$ cat src/sv/sorted_code_set_with_cycle_step_defines.svh
// Assertion macros shared by the sorted code set RTL.
`ifndef SORTED_CODE_SET_WITH_CYCLE_STEP_DEFINES_SVH
`define SORTED_CODE_SET_WITH_CYCLE_STEP_DEFINES_SVH

// Clocked assertion, disabled while reset is asserted.
`define SCS_ASSERT(lbl, prop, msg) \
	lbl: assert property (@(posedge clk) disable iff (!arst_n) (prop)) else $error(msg);

// Implication checked in the next cycle.
`define SCS_ASSERT_NEXT(lbl, ante, cons, msg) \
	`SCS_ASSERT(lbl, (ante) |=> (cons), msg)

// Implication checked in the same cycle.
`define SCS_ASSERT_NOW(lbl, ante, cons, msg) \
	`SCS_ASSERT(lbl, (ante) |-> (cons), msg)

`endif

$ cat src/sv/scs_pkg.sv
// Shared types for the sorted code set: status codes and control/status structs.
`timescale 1ns / 1ps
`default_nettype none
package scs_pkg;

	// Result status; a step transaction reports ST_INSERTED (zero).
	typedef enum logic [1:0] {
		ST_INSERTED = 2'd0,
		ST_PRESENT  = 2'd1,
		ST_REJECTED = 2'd2
	} status_t;

	typedef enum logic {
		RES_ECHO = 1'b0,
		RES_MEM  = 1'b1
	} res_sel_t;

	localparam logic KIND_INSERT = 1'b0;
	localparam logic KIND_STEP   = 1'b1;

	// Controller to datapath commands.
	typedef struct packed {
		logic     load;
		logic     rd_mid;
		logic     cmp_upd;
		logic     shift_start;
		logic     shift_step;
		logic     write_code;
		logic     fetch_first;
		logic     fetch_nbr;
		logic     load_res;
		res_sel_t res_sel;
		status_t  res_status;
	} cmd_t;

	// Datapath to controller status.
	typedef struct packed {
		logic kind;
		logic code_zero;
		logic few_entries;
		logic lo_lt_hi;
		logic cmp_eq;
		logic full;
		logic shift_none;
		logic shift_last;
	} stat_t;

endpackage
`default_nettype wire

$ cat src/sv/scs_dp.sv
// Datapath: code store memory, search bounds, shift pointer and result registers.
`timescale 1ns / 1ps
`default_nettype none
module scs_dp #(
	parameter int SET_DEPTH = 128
) (
	input  wire logic                clk,
	input  wire logic                arst_n,
	input  wire scs_pkg::cmd_t       cmd,
	output scs_pkg::stat_t           stat,
	input  wire logic                kind,
	input  wire logic [15:0]         code_value,
	input  wire logic signed [1:0]   step_direction,
	output logic [1:0]               status,
	output logic [15:0]              found_code,
	output logic [7:0]               entry_count
);
	localparam int AW = (SET_DEPTH > 1) ? $clog2(SET_DEPTH) : 1;
	localparam int CW = $clog2(SET_DEPTH + 1);

	logic [15:0]   mem [SET_DEPTH];
	logic [15:0]   rdata_q;
	logic [CW-1:0] count_q;
	logic [CW-1:0] lo_q, hi_q, mid_q, ptr_q;
	logic [15:0]   code_q;
	logic          kind_q;
	logic [1:0]    dir_q;
	logic [CW:0]   mid_sum;
	logic [CW-1:0] mid;
	logic [CW-1:0] nbr;
	logic [CW-1:0] rd_idx;
	logic          rd_en;
	logic          wr_en;
	logic [CW-1:0] wr_idx;
	logic [15:0]   wr_data;
	logic [CW+7:0] count_ext;

	assign mid_sum = {1'b0, lo_q} + {1'b0, hi_q};
	assign mid     = mid_sum[CW:1];

	// wrap-around neighbor of the matched index
	always_comb begin
		priority if (dir_q[1]) begin
			nbr = (mid_q == '0) ? count_q - 1'b1 : mid_q - 1'b1;
		end else if (dir_q[0]) begin
			nbr = (mid_q + 1'b1 >= count_q) ? '0 : mid_q + 1'b1;
		end else begin
			nbr = mid_q;
		end
	end

	always_comb begin
		rd_en = cmd.rd_mid | cmd.shift_start | cmd.shift_step | cmd.fetch_first
			| cmd.fetch_nbr;
		priority if (cmd.rd_mid) begin
			rd_idx = mid;
		end else if (cmd.shift_start) begin
			rd_idx = count_q - 1'b1;
		end else if (cmd.shift_step) begin
			rd_idx = ptr_q - CW'(2);
		end else if (cmd.fetch_nbr) begin
			rd_idx = nbr;
		end else begin
			rd_idx = '0;
		end
		wr_en   = cmd.shift_step | cmd.write_code;
		wr_idx  = cmd.shift_step ? ptr_q : lo_q;
		wr_data = cmd.shift_step ? rdata_q : code_q;
	end

	always_ff @(posedge clk) begin
		if (wr_en) begin
			mem[wr_idx[AW-1:0]] <= wr_data;
		end
		if (rd_en) begin
			rdata_q <= mem[rd_idx[AW-1:0]];
		end
	end

	always_ff @(posedge clk or negedge arst_n) begin
		if (!arst_n) begin
			count_q <= '0;
		end else if (cmd.write_code) begin
			count_q <= count_q + 1'b1;
		end
	end

	always_ff @(posedge clk) begin
		if (cmd.load) begin
			code_q <= code_value;
			kind_q <= kind;
			dir_q  <= step_direction;
			lo_q   <= '0;
			hi_q   <= count_q;
		end
		if (cmd.rd_mid) begin
			mid_q <= mid;
		end
		if (cmd.cmp_upd) begin
			if (code_q < rdata_q) begin
				hi_q <= mid_q;
			end else begin
				lo_q <= mid_q + 1'b1;
			end
		end
		if (cmd.shift_start) begin
			ptr_q <= count_q;
		end else if (cmd.shift_step) begin
			ptr_q <= ptr_q - 1'b1;
		end
		if (cmd.load_res) begin
			status     <= cmd.res_status;
			found_code <= (cmd.res_sel == scs_pkg::RES_MEM) ? rdata_q : code_q;
			entry_count <= count_ext[7:0];
		end
	end

	assign count_ext = {8'd0, count_q};

	always_comb begin
		stat.kind        = kind_q;
		stat.code_zero   = (code_q == 16'd0);
		stat.few_entries = (count_q < CW'(2));
		stat.lo_lt_hi    = (lo_q < hi_q);
		stat.cmp_eq      = (code_q == rdata_q);
		stat.full        = (count_q >= CW'(SET_DEPTH));
		stat.shift_none  = (count_q == lo_q);
		stat.shift_last  = (ptr_q == lo_q + 1'b1);
	end
endmodule
`default_nettype wire

$ cat src/sv/scs_ctrl.sv
// Controller: sequences search, shift, write and result load for one transaction.
`timescale 1ns / 1ps
`default_nettype none
module scs_ctrl (
	input  wire logic           clk,
	input  wire logic           arst_n,
	input  wire logic           start,
	input  wire scs_pkg::stat_t stat,
	output scs_pkg::cmd_t       cmd,
	output logic                busy,
	output logic                done
);
	typedef enum logic [5:0] {
		S_IDLE    = 6'b000001,
		S_SRCH_RD = 6'b000010,
		S_SRCH_CM = 6'b000100,
		S_SHIFT   = 6'b001000,
		S_WRITE   = 6'b010000,
		S_FINISH  = 6'b100000
	} state_t;

	state_t             state_q, state_d;
	scs_pkg::status_t   res_st_q, res_st_d;
	scs_pkg::res_sel_t  res_sel_q, res_sel_d;
	logic               done_q;

	assign busy = (state_q != S_IDLE);
	assign done = done_q;

	always_comb begin
		state_d   = state_q;
		res_st_d  = res_st_q;
		res_sel_d = res_sel_q;
		cmd       = '0;
		cmd.res_sel    = res_sel_q;
		cmd.res_status = res_st_q;
		unique case (state_q)
			S_IDLE: begin
				if (start) begin
					cmd.load = 1'b1;
					state_d  = S_SRCH_RD;
				end
			end
			S_SRCH_RD: begin
				res_sel_d = scs_pkg::RES_ECHO;
				res_st_d  = scs_pkg::ST_INSERTED;
				priority if (stat.kind == scs_pkg::KIND_INSERT && stat.code_zero) begin
					res_st_d = scs_pkg::ST_REJECTED;
					state_d  = S_FINISH;
				end else if (stat.kind == scs_pkg::KIND_STEP && stat.few_entries) begin
					state_d = S_FINISH;
				end else if (stat.lo_lt_hi) begin
					cmd.rd_mid = 1'b1;
					state_d    = S_SRCH_CM;
				end else if (stat.kind == scs_pkg::KIND_STEP) begin
					// absent: answer with the smallest entry
					cmd.fetch_first = 1'b1;
					res_sel_d       = scs_pkg::RES_MEM;
					state_d         = S_FINISH;
				end else if (stat.full) begin
					res_st_d = scs_pkg::ST_REJECTED;
					state_d  = S_FINISH;
				end else if (stat.shift_none) begin
					state_d = S_WRITE;
				end else begin
					cmd.shift_start = 1'b1;
					state_d         = S_SHIFT;
				end
			end
			S_SRCH_CM: begin
				priority if (stat.cmp_eq && stat.kind == scs_pkg::KIND_INSERT) begin
					res_st_d = scs_pkg::ST_PRESENT;
					state_d  = S_FINISH;
				end else if (stat.cmp_eq) begin
					cmd.fetch_nbr = 1'b1;
					res_sel_d     = scs_pkg::RES_MEM;
					state_d       = S_FINISH;
				end else begin
					cmd.cmp_upd = 1'b1;
					state_d     = S_SRCH_RD;
				end
			end
			S_SHIFT: begin
				cmd.shift_step = 1'b1;
				if (stat.shift_last) begin
					state_d = S_WRITE;
				end
			end
			S_WRITE: begin
				cmd.write_code = 1'b1;
				state_d        = S_FINISH;
			end
			S_FINISH: begin
				cmd.load_res = 1'b1;
				state_d      = S_IDLE;
			end
			default: begin
				state_d = S_IDLE;
			end
		endcase
	end

	always_ff @(posedge clk or negedge arst_n) begin
		if (!arst_n) begin
			state_q   <= S_IDLE;
			res_st_q  <= scs_pkg::ST_INSERTED;
			res_sel_q <= scs_pkg::RES_ECHO;
			done_q    <= 1'b0;
		end else begin
			state_q   <= state_d;
			res_st_q  <= res_st_d;
			res_sel_q <= res_sel_d;
			done_q    <= (state_q == S_FINISH);
		end
	end
endmodule
`default_nettype wire

$ cat src/sv/sorted_code_set_with_cycle_step.sv
// One transaction at a time; a new start is taken only while the block is idle.
// The shift moves one entry per cycle through the single-write code store memory.
// busy is high from acceptance until the result strobe; done pulses for one cycle.
// arst_n clears the entry count and the controller; the code store is not cleared.
// The receiver cannot stall: the result registers hold from the done cycle until the next transaction completes.
`timescale 1ns / 1ps
`default_nettype none
`include "sorted_code_set_with_cycle_step_defines.svh"
module sorted_code_set_with_cycle_step #(
	parameter int SET_DEPTH = 128
) (
	input  wire logic              clk,
	input  wire logic              arst_n,
	input  wire logic              start,
	output logic                   busy,
	input  wire logic              kind,
	input  wire logic [15:0]       code_value,
	input  wire logic signed [1:0] step_direction,
	output logic                   done,
	output logic [1:0]             status,
	output logic [15:0]            found_code,
	output logic [7:0]             entry_count
);
	// Command and status links between the sequencer and the datapath.
	scs_pkg::cmd_t  cmd;
	scs_pkg::stat_t stat;

	// Sequencer: binary search (read, then compare, per probe), the shift-up
	// pass for an insert, and the final result load.
	scs_ctrl u_ctrl (
		.clk    (clk),
		.arst_n (arst_n),
		.start  (start),
		.stat   (stat),
		.cmd    (cmd),
		.busy   (busy),
		.done   (done)
	);

	// Datapath: the ascending code store, bounds lo/hi, shift pointer and the
	// result registers that hold still until the next transaction completes.
	scs_dp #(
		.SET_DEPTH (SET_DEPTH)
	) u_dp (
		.clk            (clk),
		.arst_n         (arst_n),
		.cmd            (cmd),
		.stat           (stat),
		.kind           (kind),
		.code_value     (code_value),
		.step_direction (step_direction),
		.status         (status),
		.found_code     (found_code),
		.entry_count    (entry_count)
	);

	// An accepted transaction always keeps the block busy in the next cycle.
	`SCS_ASSERT_NEXT(a_accept_busy, start && !busy, busy, "busy not set after accept")
	// The result strobe comes after the sequencer leaves its last state.
	`SCS_ASSERT_NOW(a_done_idle, done, !busy, "done while busy")
	// The result strobe is always preceded by a busy cycle.
	`SCS_ASSERT_NOW(a_done_after_busy, done, $past(busy), "done without prior work")
endmodule
`default_nettype wire
$ cat config.mk
export PLATFORM = sky130hd
export DESIGN_NAME = sorted_code_set_with_cycle_step
export DESIGN_NICKNAME = d
export VERILOG_FILES = /design/src/sv/scs_pkg.sv /design/src/sv/scs_dp.sv /design/src/sv/scs_ctrl.sv /design/src/sv/sorted_code_set_with_cycle_step.sv
export VERILOG_INCLUDE_DIRS = /design/src /design/src/sv
export SDC_FILE = /design/constraint.sdc
export NUM_CORES = 2
export LEC_CHECK = 0
export BUFFER_PORTS_ARGS = -buffer_cell sky130_fd_sc_hd__clkbuf_2
export CAP_MARGIN = 20
export CORE_ASPECT_RATIO = 2
export CORE_UTILIZATION = 55
export DETAILED_ROUTE_END_ITERATION = 8
export GPL_ROUTABILITY_DRIVEN = 0
export PLACE_DENSITY_LB_ADDON = 0.2
export SYNTH_ARGS = -nofsm -noshare
export SYNTH_HDL_FRONTEND = slang
export SYNTH_SLANG_ARGS = --single-unit
$ cat constraint.sdc
create_clock -name clk -period 10.8 [get_ports clk]
set_input_delay 0.54 -clock clk [delete_from_list [all_inputs] [get_ports clk]]
set_output_delay 0.54 -clock clk [all_outputs]
set_load 0.1 [all_outputs]
* After elaboration in Yosys (flattened, before gate mapping)
Memory sizes are Yosys's and may differ from the RTL's. A register that Yosys moved wholly into a read port is not among the register bits.
Cells that the tools add are included.
** Storage, ports and cells
- Register bits :: 95
- Bits in latches :: 0
- RAM bits :: 2048
- ROM bits :: 0
- Input bits :: 22
- Output and inout bits :: 28
- Word-level logic and storage cells :: 129
- Memories kept :: 1
** Operators by class
- $add $sub $neg :: 8
- Multipliers :: 0
- Divide/modulo/power cells :: 0
- $lt $le $gt $ge :: 5
- Equal/unequal tests :: 15
- Shift-type cells :: 0
- Mux-type cells :: 69
- Bitwise gates (word level) :: 6
- Reductions and logical operators :: 10
** Memory list
- u_dp.mem :: words 128, width 16, read ports 1, clocked after memory_dff 1, wr ports 1, RTL line scs_dp.sv:21 : logic [15:0] mem [SET_DEPTH];
** Operators by type and width (count)
- two-way mux 8 bit :: 8
- two-way mux 7 bit :: 9
- two-way mux 6 bit :: 9
- two-way mux 16 bit :: 2
- two-way mux 1 bit :: 31
- case mux 6 bit (5 select lines) :: 1
- adder 8 x 1 -> 8 bit, second input constant :: 3
- == test 16 bit :: 1
- == test 8 bit :: 2
- zero test 16 bit :: 1
- less-than comparator 16 bit :: 1
- subtractor 7 x 1 -> 7 bit, second input constant :: 2
- two-way mux 2 bit :: 6
- adder 8 x 8 -> 9 bit :: 1
- greater-or-equal comparator 8 bit :: 1
- greater-or-equal comparator 8 bit, second input constant :: 1
- zero test 8 bit :: 1
- less-than comparator 8 x 2 -> 1 bit, second input constant :: 1
- less-than comparator 8 bit :: 1
- subtractor 8 x 1 -> 8 bit, second input constant :: 1
- subtractor 7 x 2 -> 7 bit, second input constant :: 1
- == test 6 x 1 -> 1 bit, second input constant :: 1
- == test 6 x 2 -> 1 bit, second input constant :: 1
- == test 6 x 3 -> 1 bit, second input constant :: 1
- other kinds (15) :: 26

* Longest topological paths before layout
- Depth in word-level cells :: 12
- Mapped depth :: 22
- Gate-level depth less buffers :: 16

* Cells and area by module
Synthesis repeated with hierarchy kept, for this count alone.
** Unflattened totals
- Cells, all modules :: 5869
- Area, all modules :: 87296.2 sq um
** Modules (own cells, without submodules)
- scs_dp :: times used 1, cells each 5804, area an instance 86666.9 sq um, seq. area each 64331.7 sq um
- scs_ctrl :: times used 1, cells each 65, area an instance 629.4 sq um, seq. area each 251.5 sq um

* Worst setup path before layout
OpenSTA, ideal clock, no wires.
- Path kind :: reg-to-reg
- Start :: register u_ctrl.state_q[1]
- End :: memory u_dp.mem[0][15] (data pin)
- Setup time :: 1.197 ns
- Data arrival time :: 7.014 ns
- Data required time :: 9.603 ns
- Path slack :: 2.588 ns
- Stages on the path, launching flop included :: 8
- Buffers on the path :: 4
- Period minus slack after synthesis :: 8.212 ns
- Path through :: dfrtp_1 or4_4 or3b_1 clkbuf_1 clkbuf_1 clkbuf_1 clkbuf_1 o21ai_0
** On the way
- Word-level cells in the longest chain between the ends :: 3
** Ends and longest elaborated chain
- start: declaration :: RTL line scs_ctrl.sv:22 : state_t state_q, state_d;
- start signal: assignment :: RTL line scs_ctrl.sv:110 : state_q <= state_d;
- == test 6 x 4 -> 1 bit :: RTL line scs_ctrl.sv:37 : unique case (state_q)
- two-way mux 1 bit :: RTL line scs_ctrl.sv:37
- two-way mux 16 bit :: RTL line scs_dp.sv:68 : wr_data = cmd.shift_step ? rdata_q : code_q;
- named net u_dp.wr_data[15] :: RTL line scs_dp.sv:35 : logic [15:0] wr_data;
- end: declaration :: RTL line scs_dp.sv:21
The timed path passes the listed nets, and every way through them passes these cells.

* Worst setup path in the final report
- Start :: register u_dp.rdata_q[6], read port of u_dp.mem
- End :: register u_dp.rdata_q[0], read port of u_dp.mem (data pin)
** On the way
- Word-level cells in the longest chain between the ends :: 8
- Elaborated cells on any way between the ends :: 10
- Those cells by class :: eq/ne (1); mux (7); bitwise (1); reduce/logical (1)
** Ends and longest elaborated chain
- start: declaration :: RTL line scs_dp.sv:22 : logic [15:0] rdata_q;
- == test 16 bit * :: RTL line scs_dp.sv:125 : stat.cmp_eq = (code_q == rdata_q);
- two-way mux 1 bit or logical AND 1 bit (tied branches) :: RTL line scs_ctrl.sv:74, scs_ctrl.sv:71
- two-way mux 1 bit * :: RTL line scs_ctrl.sv:71 : priority if (stat.cmp_eq && stat.kind == scs_pkg::KIND_INSERT) begin
- two-way mux 1 bit * :: RTL line scs_ctrl.sv:37
- two-way mux 7 bit :: RTL line scs_dp.sv:61 : end else if (cmd.fetch_nbr) begin
- two-way mux 7 bit :: RTL line scs_dp.sv:59 : end else if (cmd.shift_step) begin
- two-way mux 7 bit :: RTL line scs_dp.sv:57 : end else if (cmd.shift_start) begin
- two-way mux 7 bit :: RTL line scs_dp.sv:55 : priority if (cmd.rd_mid) begin
Every way passes the cells marked *; elsewhere a longest branch is shown, timed or not.
A chain may end at the register's enable or synchronous reset.

==> impl_results.md <==
* Setup_tns at 0 ns
* TritonCTS clock tree: built
* Area grow syn2layout at 10.26%
* Final WL at 302.5 mm
* Fillers at 12350
* First-pass GRT wire length at 426.8 mm
* Max Slew Vio Count at 0
* Synth warn at 0
* Vias in the first global route at 60060
* Post-DP HPWL at 182.1 mm
* Register bit total from synthesis at 2159
* DRC viols at 42
* DIE HEIGHT at 574.0 um
* Max cap viols at 0
* Largest net degree at the start of global routing at 157
* Max_slew headroom at 12.09%
* CP required at 11.32 ns
* Main synth FF type: edfxtp_1
* Setup CP Type: flip-flop to flip-flop
* Maximum clock frequency at 127.9 MHz
* Clk Latency, worst-skew pair at 0.88 ns
* Layout Nets at 7060
* Drt first pass iters at 9
* Static Leak at 34.25 nW
* Post-Syn Area at 0.08998 sq mm
* Worst-path cell chain: inv_1, ha_1, nand4_1, nor4_1, nand3_2, a311oi_1, nand2_1, a31oi_4, buf_12, buf_4, nand2_1, a311oi_1, a31oi_1, o2111a_1, o31a_1, nor4b_2
* Slowest stage delay, CP at 0.84 ns
* Slowest cell on crit path: buf_4
* Ys async rst share at 0.8337%
* PwrDens at 185.7 mW/mm^2
* Gr usage total at 36.44%
* Critical Path AT at 8.34 ns
* Top cells by area, synth: edfxtp_1, nand2_1, nand3_1
* Share of cells above drive strength 1 at 9.763%
* RSZ-0062 raised after global routing: no
* Clock transition at path regs at 0.07 ns
* Tcrit/Tclk final at 72.38%
* Synth top area share at 70.92%
* Initial DRC count at 8955
* Synth Instances at 6954
* Net Count, Synth at 7024
* CP Launch Type: flip-flop
* Outcome: finished with violations
* Routed via count at 62520
* Avg Synthesized Cell Area at 12.94 sq um
* Clock Sinks at 2159
* Hold WC Path Type: input port to asynchronous set/reset pin
* I/O pin count at 50
* CTS Buf Count at 186
* Row count at 209
* Final hold violation count at 0
* Die span in x at 288.0 um
* Grt total ovfl at 0
* Failing checks: DRC
* CP Max Fanout at 117
* Port bufs at 49
* Htree depth at 4
* Yosys cell types at 88
* Post-CTS Setup Inserts at 0
* Die ar. at 0.1653 sq mm
* CP Capture Type: flip-flop
* Clock buffer depth at 4
* Peak supply drop at 157.4 uV
* Synth area leader: edfxtp_1
* Hold WS at 0.1869 ns
* Cell with the most instances after synthesis: edfxtp_1
* Setup Viol. Count Final at 0
* Final Skew at 0.04648 ns
* EDFF count, synth at 2125
* Vias per Instance at 6.753
* Sequential fraction of the synthesis area at 71.77%
* Initial Util at 55.50%
* Synth top cells by count: edfxtp_1, nand2_1, nand3_1, a21oi_1, buf_2
* Initial antenna violation count at 27
* Core Footprint at 0.1621 sq mm
* Worst Max-Slew Pin Slew at 1.316 ns
* Fin crit period at 7.817 ns
* PostCTS Resize Cnt at 0
* ANT nets after route at 0
* CTS Hold Bufs at 21
* Drt wl/cell at 32.67 um
* Root Buffer: clkbuf_16
## cells in the final DEF, fill, tap and decap left out, types with 41 or more instances in the layout
cell type | netlist | routed
edfxtp_1 | 2125 | 2125
nand2_1 | 1672 | 1666
nand3_1 | 591 | 590
a21oi_1 | 367 | 365
buf_4 | 53 | 262
nor2_1 | 200 | 190
clkbuf_16 | 0 | 189
a31oi_1 | 181 | 180
and3_1 | 147 | 147
a221oi_1 | 125 | 125
o21ai_0 | 98 | 81
mux2i_1 | 76 | 76
a311oi_1 | 63 | 62
a22oi_1 | 61 | 61
inv_1 | 55 | 55
clkbuf_2 | 0 | 50
ha_1 | 47 | 47
clkbuf_1 | 185 | 41
## layout make-up
type / count / area (sq um) / share of cell area [%]
antenna: 20 / 50.05 / 0.05044
clock buffer: 230 / 4883 / 4.922
clock inverter: 97 / 907.1 / 0.9143
inverter: 57 / 214.0 / 0.2156
multi-input combinational: 4232 / 23130 / 23.32
sequential: 2159 / 64580 / 65.09
tap: 2110 / 2640 / 2.661
timing repair buffer: 354 / 2805 / 2.827
## power breakdown
group,internal (W),total [W],leakage [nW],switching (W)
sequential,0.00968,0.00974,19.5,0.0000568
combinational,0.000415,0.00208,11.9,0.00167
clock,0.00361,0.00660,2.83,0.00299
## sequential cells by signal (all words and copies together), names as in the netlist
register / cells
u_dp.count_q: 8
u_dp.mem: 2048
u_dp.hi_q: 8
u_dp.dir_q: 2
u_dp.ptr_q: 8
u_dp.rdata_q: 16
u_ctrl.res_st_q: 2
u_ctrl.res_sel_q: 1
u_dp.entry_count: 8
u_ctrl.done: 1
u_dp.code_q: 16
u_dp.found_code: 16
u_ctrl.state_q: 6
u_dp.mid_q: 8
u_dp.kind_q: 1
u_dp.status: 2
u_dp.lo_q: 8
## layer usage
layer / track usage [%] / vias to the layer above / wire [um]
li1: - / 26160 / -
met1: 40.05 / 30830 / 93630
met2: 58.20 / 4305 / 143900
met3: 7.776 / 1208 / 30120
met4: 34.75 / 20 / 34710
met5: 0 / - / 133
## through the flow
| stage | worst slack, ns | instance area [sq um] | util [%] | power (W) | cells |
|---|---|---|---|---|---|
| after global placement | 2.574 | 93010 | 57.37 | 0.01188 | 8876 |
| after floorplan | 2.588 | 89980 | - | 0.01113 | 6954 |
| after CTS | 3.340 | 99140 | 61.15 | 0.01837 | 9235 |
| after detailed placement | 3.357 | 93140 | 57.45 | 0.01192 | 8887 |
| final | 2.983 | 99220 | 61.19 | 0.01843 | 9259 |
| after global routing | 2.947 | 99180 | 61.17 | 0.01878 | 9244 |
## critical path, delay by kind of cell (launching register included)
family	cells	cell delay [ns]
AND/OR/NAND/NOR	6	2.47
AO/OA/AOI/OAI	6	2.22
buffers and inverters	3	1.56
flip-flops	1	0.71
adder cells (fa/ha/maj)	1	0.35
## cells by family (layout without fill, tap and decap cells)
family	after synthesis	count (layout)	synth area share [%]
adders and majority gates	48	48	0.6758
xor gates and xnor gates	53	53	0.5159
and+or+nand+nor	2849	2849	13.92
buffers and inverters	563	738	2.985
other	0	20	0
muxes	99	99	1.158
AOI/OAI and AO/OA	1183	1183	8.970
DFF	2159	2159	71.77
## path summary, 6_finish.rpt
kind	start	end	slack, ns	depth (start not counted)
max	u_dp.rdata_q[6]	u_dp.rdata_q[0]	2.98	16
min	arst_n	u_dp.count_q[0]	0.19	2
max reg2reg	u_dp.rdata_q[6]	u_dp.rdata_q[0]	2.98	16
min reg2reg	u_ctrl.res_st_q[0]	u_dp.status[0]	0.46	0
max in group asynchronous	arst_n	u_ctrl.state_q[0]	10.21	2
min in group clk	code_value[14]	u_dp.code_q[14]	0.41	2
Power figures use the tool's default switching activity.
